--- config.mk ---
export PLATFORM = sky130hd
export DESIGN_NAME = tdpt_divider
export DESIGN_NICKNAME = d
export VERILOG_FILES = /design/src/hdl/tdpt_pkg.sv /design/src/hdl/tdpt_divider.sv
export SDC_FILE = /design/constraint.sdc
export NUM_CORES = 1
export LEC_CHECK = 0
export ABC_CLOCK_PERIOD_IN_PS = 3600
export BUFFER_PORTS_ARGS = -buffer_cell sky130_fd_sc_hd__clkbuf_2
export CAP_MARGIN = 30
export CORE_ASPECT_RATIO = 0.75
export CORE_UTILIZATION = 59
export CTS_BUF_LIST = sky130_fd_sc_hd__clkbuf_4
export DETAILED_ROUTE_END_ITERATION = 7
export PLACE_DENSITY = 0.81
export SLEW_MARGIN = 20
export SYNTH_ARGS = -nofsm -noshare
export SYNTH_HDL_FRONTEND = slang
export SYNTH_SLANG_ARGS = --single-unit
--- constraint.sdc ---
create_clock -name i_clk -period 3.6 [get_ports i_clk]
set_input_delay 0.36 -clock i_clk [delete_from_list [all_inputs] [get_ports i_clk]]
set_output_delay 0.36 -clock i_clk [all_outputs]
set_load 0.01 [all_outputs]
--- src/hdl/tdpt_pkg.sv ---
`timescale 1ns / 1ps

package tdpt_pkg;

    // Table geometry and value width
    localparam int TABLE_DEPTH  = 1024;
    localparam int VALUE_BITS   = 24;
    localparam int ADDR_BITS    = $clog2(TABLE_DEPTH);
    localparam int COUNT_BITS   = $clog2(TABLE_DEPTH + 1);
    localparam int DIV_CNT_BITS = $clog2(VALUE_BITS);

    // Seed entry of the table
    localparam logic [VALUE_BITS-1:0] FIRST_PRIME = VALUE_BITS'(2);

    // Operation codes
    typedef enum logic [1:0] {
        OP_TEST   = 2'd0,
        OP_INSERT = 2'd1,
        OP_LOOKUP = 2'd2,
        OP_NONE   = 2'd3
    } t_op;

    // Result status codes
    typedef enum logic [1:0] {
        ST_DECIDED      = 2'd0,
        ST_UNDETERMINED = 2'd1,
        ST_FULL         = 2'd2
    } t_status;

endpackage

--- src/hdl/tdpt_divider.sv ---
`timescale 1ns / 1ps

// Restoring divider, one quotient bit per cycle; only the remainder is kept.
module tdpt_divider (
    input  logic                               i_clk,
    input  logic                               i_rst_n,
    input  logic                               i_start,
    input  logic [tdpt_pkg::VALUE_BITS-1:0]    i_dividend,
    input  logic [tdpt_pkg::VALUE_BITS-1:0]    i_divisor,
    output logic                               o_done,
    output logic [tdpt_pkg::VALUE_BITS-1:0]    o_remainder
);
    import tdpt_pkg::*;

    logic                    r_busy;
    logic                    r_done;
    logic [DIV_CNT_BITS-1:0] r_cnt;
    logic [VALUE_BITS-1:0]   r_rem;
    logic [VALUE_BITS-1:0]   r_quo;
    logic [VALUE_BITS-1:0]   r_div;

    logic [VALUE_BITS:0]     w_shift;
    logic [VALUE_BITS:0]     w_diff;
    logic [VALUE_BITS-1:0]   n_rem;

    // One restoring step: shift in the next dividend bit, subtract if it fits
    always_comb begin
        w_shift = {r_rem, r_quo[VALUE_BITS-1]};
        w_diff  = w_shift - {1'b0, r_div};
        n_rem   = w_diff[VALUE_BITS] ? w_shift[VALUE_BITS-1:0] : w_diff[VALUE_BITS-1:0];
    end

    // Step sequencing
    always_ff @(posedge i_clk) begin
        if (!i_rst_n) begin
            r_busy <= 1'b0;
            r_done <= 1'b0;
        end else begin
            r_done <= 1'b0;
            if (i_start) begin
                r_busy <= 1'b1;
                r_cnt  <= '0;
                r_rem  <= '0;
                r_quo  <= i_dividend;
                r_div  <= i_divisor;
            end else if (r_busy) begin
                r_rem <= n_rem;
                r_quo <= {r_quo[VALUE_BITS-2:0], 1'b0};
                r_cnt <= r_cnt + 1'b1;
                if (r_cnt == DIV_CNT_BITS'(VALUE_BITS - 1)) begin
                    r_busy <= 1'b0;
                    r_done <= 1'b1;
                end
            end
        end
    end

    assign o_done      = r_done;
    assign o_remainder = r_rem;

endmodule

* Word level (Yosys, flattened, before mapping)
Index checks and enable logic that the tools add are counted.
** Operators by class
- Equality and inequality tests :: 1
- Multiplexer cells :: 9
- Bitwise logic cells :: 2
- Reductions and logical operators :: 4
- Add/subtract/negate cells :: 2
** Operators with widths (number)
- 24-bit 2-to-1 mux :: 4
- 25-bit by 24-bit subtractor with 25-bit output :: 1
- 5-bit by 1-bit adder with 5-bit output (second input constant) :: 1
- 5-bit equality test (second input constant) :: 1
- 5-bit 2-to-1 mux :: 1
- 1-bit 2-to-1 mux :: 4
- 2-bit AND reduction :: 2
- 3-bit OR reduction :: 1
- 1-bit NOT :: 2
- 2-bit nonzero test :: 1
** Word-level totals
- Flip-flop bits (word level) :: 79
- Input port bits :: 51
- Output and inout port bits :: 25
- Word-level logic and storage cells :: 24

* Longest topological paths before layout
Gate-level depths: netlist of run 1.
- Depth after elaboration :: 4
- Mapped depth :: 13
- Depth with buffers taken out :: 11

* Worst setup path before layout of run 1
No wires, ideal clock.
- Path type :: flip-flop to flip-flop
- Start point :: register r_quo[23]
- End point :: register r_rem[23] (netlist: o_remainder[23]) (data pin)
- Cell stages (with the launch flop) :: 12
- Slack :: 0.996 ns
- Arrival :: 2.434 ns
- Setup time :: 0.170 ns
- Data required time :: 3.430 ns
- Buffers on the path :: 0
- Clock period less this slack :: 2.604 ns
- Cell sequence :: edfxtp_1 inv_1 ha_1 inv_1 fa_1 nand3_1 a21oi_2 o31ai_4 o211ai_2 and3_4 or3_1 o32ai_2
** On the way
- Word-level cells in the longest chain between the ends :: 3
** RTL lines
- from (decl) :: RTL line tdpt_divider.sv:19 : logic [VALUE_BITS-1:0] r_quo;
- from (signal assigned) :: RTL line tdpt_divider.sv:44 : r_quo <= i_dividend;
- from (signal assigned) :: RTL line tdpt_divider.sv:48 : r_quo <= {r_quo[VALUE_BITS-2:0], 1'b0};
- 25-bit by 24-bit subtractor with 25-bit output :: RTL line tdpt_divider.sv:29 : w_diff = w_shift - {1'b0, r_div};
- 24-bit 2-to-1 mux :: RTL line tdpt_divider.sv:30 : n_rem = w_diff[VALUE_BITS] ? w_shift[VALUE_BITS-1:0] : w_diff[VALUE_BITS-1:0];
- 24-bit 2-to-1 mux :: RTL line tdpt_divider.sv:46 : end else if (r_busy) begin
- to (signal assigned) :: RTL line tdpt_divider.sv:47 : r_rem <= n_rem;
- to (decl) :: RTL line tdpt_divider.sv:18 : logic [VALUE_BITS-1:0] r_rem;
Every way passes these cells. The select of a mux whose other input is x is not followed.
A chain may end at the register's enable or synchronous reset.

* Final worst setup path of run 1
- Start point :: register r_quo[23]
- End point :: register r_rem[0] (netlist: o_remainder[0]) (data pin)
** On the way
- Word-level cells in the longest chain between the ends :: 3
** RTL lines (RTL line)
- 25-bit by 24-bit subtractor with 25-bit output :: tdpt_divider.sv:29
- 24-bit 2-to-1 mux (*) :: tdpt_divider.sv:30
- 24-bit 2-to-1 mux (*) :: tdpt_divider.sv:46
Mark *: on every way between the ends. The rest lies on a longest branch, timed or not. The select of a mux whose other input is x is not followed.

==> results of run 1 <==
[cell type report]
type | instances | area [um2] | share of cell area, %
inverter | 29 | 109 | 2.06
clock buffer | 9 | 67.6 | 1.28
sequential | 79 | 2350 | 44.6
clock inverter | 7 | 97.6 | 1.85
multi-input combinational | 303 | 2110 | 40.0
timing repair buffer | 80 | 413 | 7.82
tap | 101 | 126 | 2.39
[flip-flops by register name, summed over array words and instances, names as in the netlist]
register     count
o_done           1
o_remainder     24
r_busy           1
r_cnt            5
r_div           24
r_quo           24
[where the power goes]
| part | total [mW] | switching [mW] | internal, mW |
|---|---|---|---|
| Combinational | 0.756 | 0.455 | 0.301 |
| Sequential | 1.15 | 0.0424 | 1.11 |
| Clock | 0.616 | 0.380 | 0.237 |
| Total | 2.52 | 0.877 | 1.65 |
[logic make-up (layout without fill, tap and decap cells)]
logic type	Yosys count	after routing	share of synthesized area, %
DFF	79	79	50.6
xor gates and xnor gates	16	16	3.01
buffers and inverters	47	125	3.98
AOI/OAI and AO/OA	133	133	17.8
adders and majority gates	26	26	7.16
and+or+nand+nor	103	103	11.4
muxes	25	25	6.00
[critical path: stages (launching register included)]
cell      delay (ns)
edfxtp_1        0.42
inv_1           0.07
ha_1            0.16
inv_1           0.05
fa_1            0.42
nand3_1         0.15
a21oi_2         0.10
o31ai_4         0.28
o211ai_2        0.16
nand3_1         0.61
a21oi_1         0.16
a211oi_2        0.23
[layer usage]
metal / share of wire, % / GRT usage (%) / up-vias
met5: 0 / 0 / -
met4: 1.0 / 6.86 / 0
met3: 10 / 7.64 / 16
met2: 45 / 42.3 / 210
met1: 44 / 36.9 / 1683
li1: - / - / 1768
[placed cells by master, fill, tap and decap left out, drive strengths merged, types with 3 or more instances in the layout]
cell and count:
a211oi 10, a21o 9, a21oi 50, and2 4
and3 3, buf 5, clkbuf 84, edfxtp 77
ha 25, inv 34, mux2 23, nand2 22
nand2b 5, nand3 20, nand4 9, nor2 19
nor3 6, o21a 7, o21ai 40, or3 6
xnor2 6, xor2 10
[worst max path at each step]
stage / from / end / slack (ns)
floorplan: r_quo[23] / o_remainder[23] / 1.0
global placement: o_remainder[8] / o_remainder[23] / 0.77
detailed placement: r_quo[23] / o_remainder[23] / 0.70
CTS: r_quo[23] / o_remainder[23] / 0.65
global route: r_quo[23] / o_remainder[19] / 0.39
finish: r_quo[23] / o_remainder[0] / 0.64
[per-stage QoR]
stage	hold slack, ns	total power [mW]
after floorplan	0.415	1.71
after global placement	0.430	1.88
after detailed placement	0.439	1.91
after CTS	0.0422	2.52
after global routing	0.0137	2.65
final	0.0614	2.52
==> out/results.ini, run 1 <==
[clock_network]
clkSlewWorstSetupHoldPaths_ns = 0.16
cts_tree = done
htreeDepth = 3
clock-root-buffer = clkbuf_4
clock_latency_ns = 0.46
cts_made_buffers = 9
cts_max_path_buffers = 2
postCtsSetupBuffers = 0
cts.sinks = 79
cts_resized = 0
cts_hold_buf = 0

[drt]
dr.pass1.iters = 5
routedWlPerCell_um = 17.4
dr_total_vias = 3677
drt_first_iter_violations = 350
drc_errors = 0
avgViaCountPerCell = 6.05
routed_wl_mm = 10.6
ant_nets = 0

[setup_path]
cp_data_required_time_ns = 3.90
timing.rr.end = o_remainder[0]
worstSetupPathType = reg -> reg
ff2ff_path_depth = 11
timing.rr.start = r_quo[23]
cp-end-kind = flop
start_kind = flop
ff2ff_setup_slack_ns = 0.64
crit_arrival_ns = 3.26
crit_fanout = 17

[global_route]
grt_antenna_before_repair = 0
grt_max_degree = 57
grt_pass1_vias = 3414
grt_usage_pct = 26.9
overflow = 0
grt_first_pass_wirelength_mm = 17.0

[logic_synthesis]
yosysUniqueCellTypes = 54
ys_seq_elements = 79
synth_flop_cell = edfxtp_1
yosysWarningCount = 0
ys_seq_area_share_pct = 50.6
post-synth-top-area-cell = edfxtp_1
synthesis.nets = 506
syn_area_um2 = 4650
synth_area_per_cell_um2 = 10.8
synthArstFlopShare_pct = 0
synth.most_common_cell = edfxtp_1
syn_inst = 429
synth_edf_count = 77
synth_area_leaders = edfxtp_1 (50%), ha_1 (6.7%), mux2_2 (5.6%)
synth.top_cell.area_share_pct = 49.7
yosys-top-cells-count = edfxtp_1 (77), a21oi_1 (48), o21ai_0 (35), inv_1 (29), ha_1 (25)

[power]
irDropWorstVdd_mv = 0.302
total_leakage_power_nw = 2.15
p_per_area_nw_per_um2 = 478

[cells_and_area]
final_area_um2 = 5280
antenna_cells = 0
areaGrowthSynthToFinish_pct = 13.5
drive_above_1_share_pct = 25.8
fillers = 548
final_core_util_pct = 70.7
fin_cells = 608
nets = 579

[sta]
max_freq_mhz = 337
slew_violations = 0
setup_ws_ns = 0.635
rsz0062_at_grt = no
fin_skew_ns = 0.0141
min_period_over_period_pct = 82.4
final-setup-viol-count = 0
fin_crit_ns = 2.96
fin_tns_setup_ns = 0
hold_viol_final = 0
slew-limit-headroom_pct = 37.4
tightest_slew_ns = 0.939

[floorplan]
die_area_um2 = 8240
rows = 27
die_h_um = 78.9
fp.coreArea_um2 = 7470
initial_core_util_pct = 62.3
ios = 76
fp.dieW_um = 104

[hold_path]
min_delay_path_depth = 1
hold_class = in -> reg
hold_path_end = r_div[21]
hold_start = i_divisor[21]

[place]
gp_congestion = 0.955
place_inst = 592
place_area_um2 = 5110
hpwl_mm = 7.41
io_buffers = 75
pre_cts_ws_ns = 0.701

[outcome]
status = complete, no violations

[job]
cap_violations = 0

Power figures use the tool's default switching activity.
==> inputs of run 2 (changes only) <==
Settings changed: ABC_CLOCK_PERIOD_IN_PS 3600 to 2870.
Clock period 3.6 ns to 2.87 ns, I/O delays scaled along.
==> out/results.ini, run 2 (synthesized netlist as in run 1, its figures left out) <==
[sta]
min_period_over_period_pct = 97.4
whs_ns = 0.0153
fin_tns_setup_ns = 0
max_freq_mhz = 358
fin_crit_ns = 2.79
setup_ws_ns = 0.0755
tightest_slew_ns = 0.626
hold_viol_final = 0
slew-limit-headroom_pct = 58.3
final-setup-viol-count = 0
fin_skew_ns = 0.0135
slew_violations = 0

[setup_path]
cp-end-kind = flop
worstSetupPathType = reg -> reg
crit_fanout = 19
cp_data_required_time_ns = 3.16
ff2ff_path_depth = 9
crit_arrival_ns = 3.09
start_kind = flop

[place]
place_area_um2 = 5240
gp_congestion = 0.937
place_inst = 605
hpwl_mm = 7.87
pre_cts_ws_ns = -0.0332
io_buffers = 75

[drt]
drt_first_iter_violations = 277
dr_total_vias = 3921
routed_wl_mm = 11.6
avgViaCountPerCell = 6.10
drc_errors = 0
ant_nets = 0
dr.pass1.iters = 5
routedWlPerCell_um = 18.0

[hold_path]
min_delay_path_depth = 1
hold_class = in -> reg

[cells_and_area]
drive_above_1_share_pct = 31.2
final_area_um2 = 5740
final_cell_mix = edfxtp_1 (77), clkbuf_2 (75), a21oi_1 (45), o21ai_0 (34), inv_1 (29)
fin_cells = 643
final_core_util_pct = 76.9
fillers = 518
antenna_cells = 0
layout_commonest_cell = edfxtp_1
nets = 615
areaGrowthSynthToFinish_pct = 23.4

[clock_network]
clock_latency_ns = 0.44
cts_max_path_buffers = 2
clkSlewWorstSetupHoldPaths_ns = 0.14
htreeDepth = 3
cts.sinks = 79
cts_tree = done
clock-root-buffer = clkbuf_4
cts_made_buffers = 9

[power]
p_int_mw = 2.22
total_leakage_power_nw = 2.32
p_total_mw = 3.33
clockPowerShare_pct = 23.6
p_seq_share_pct = 43.5
p_per_area_nw_per_um2 = 581
p_comb_share_pct = 32.8
swShare_pct = 33.3
p_switching_mw = 1.11
irDropWorstVdd_mv = 0.612

[floorplan]
rows = 27
fp.coreArea_um2 = 7470
die_area_um2 = 8240
ios = 76
initial_core_util_pct = 62.3
die_h_um = 78.9
fp.dieW_um = 104

[global_route]
grt_usage_pct = 27.5
grt_antenna_before_repair = 0
grt_first_pass_wirelength_mm = 17.4
grt_max_degree = 30
grt_pass1_vias = 3573
overflow = 0

[outcome]
status = complete, no violations

[job]
cap_violations = 0

run 2: cell count changes in the layout (fill, tap and decap cells not counted), sizes merged:
cell         before  now
and3              3    4
clkinvlp          0    1
buf               5   24
dlygate4sd3       0   16
bufinv            1    2
inv              34   31
run 2: final cells by class:
type / instances / area, um2 / area share [%]
flip-flops and latches: 79 / 2350 / 41.0
multi-input cells: 304 / 2240 / 39.1
repair buffers: 115 / 744 / 13.0
well taps: 101 / 126 / 2.20
inverters: 29 / 109 / 1.90
clock inverters: 6 / 93.8 / 1.64
clock buffers: 9 / 67.6 / 1.18
run 2: worst paths after layout:
check	from	endpoint	slack, ns
setup / recovery	o_remainder[4]	o_remainder[13]	0.08
hold / removal	i_divisor[19]	r_div[19]	0.02
setup reg to reg	o_remainder[4]	o_remainder[13]	0.08
hold reg to reg	r_busy	o_done	0.47
run 2: power by group through the flow:
stage | clock network [mW] | logic, mW | registers, mW
6_report | 0.788 | 1.09 | 1.45
5_1_grt | 0.828 | 1.19 | 1.46
4_1_cts | 0.798 | 0.990 | 1.44
3_5_place_dp | 0 | 0.965 | 1.47
3_3_place_gp | 0 | 0.934 | 1.47
2_1_floorplan | 0 | 0.668 | 1.47
run 2: repair_timing:
action | CTS | global route
pin swaps | 1 | 3
gates resized for setup | 1 | 25
hold endpoints to repair | 8 | 8
hold buffers | 8 | 8
gates cloned | 0 | 1
buffers inserted | 2 | 4
setup endpoints to repair | 3 | 20
run 2: per-layer routing:
metal | share of wire (%) | vias to the layer above | global-route usage, %
li1 | - | 1826 | -
met4 | 2.1 | 0 | 8.29
met3 | 8.0 | 25 | 7.22
met5 | 0 | - | 0
met2 | 47 | 189 | 45.4
met1 | 43 | 1881 | 35.9
run 2: critical path, stage by stage (launching register included):
cell	delay, ns
edfxtp_1	0.49
ha_4	0.35
nand4_1	0.20
a21oi_4	0.21
o31ai_4	0.08
o211ai_2	0.30
a21oi_1	0.15
buf_6	0.19
or4b_1	0.51
a21oi_1	0.16
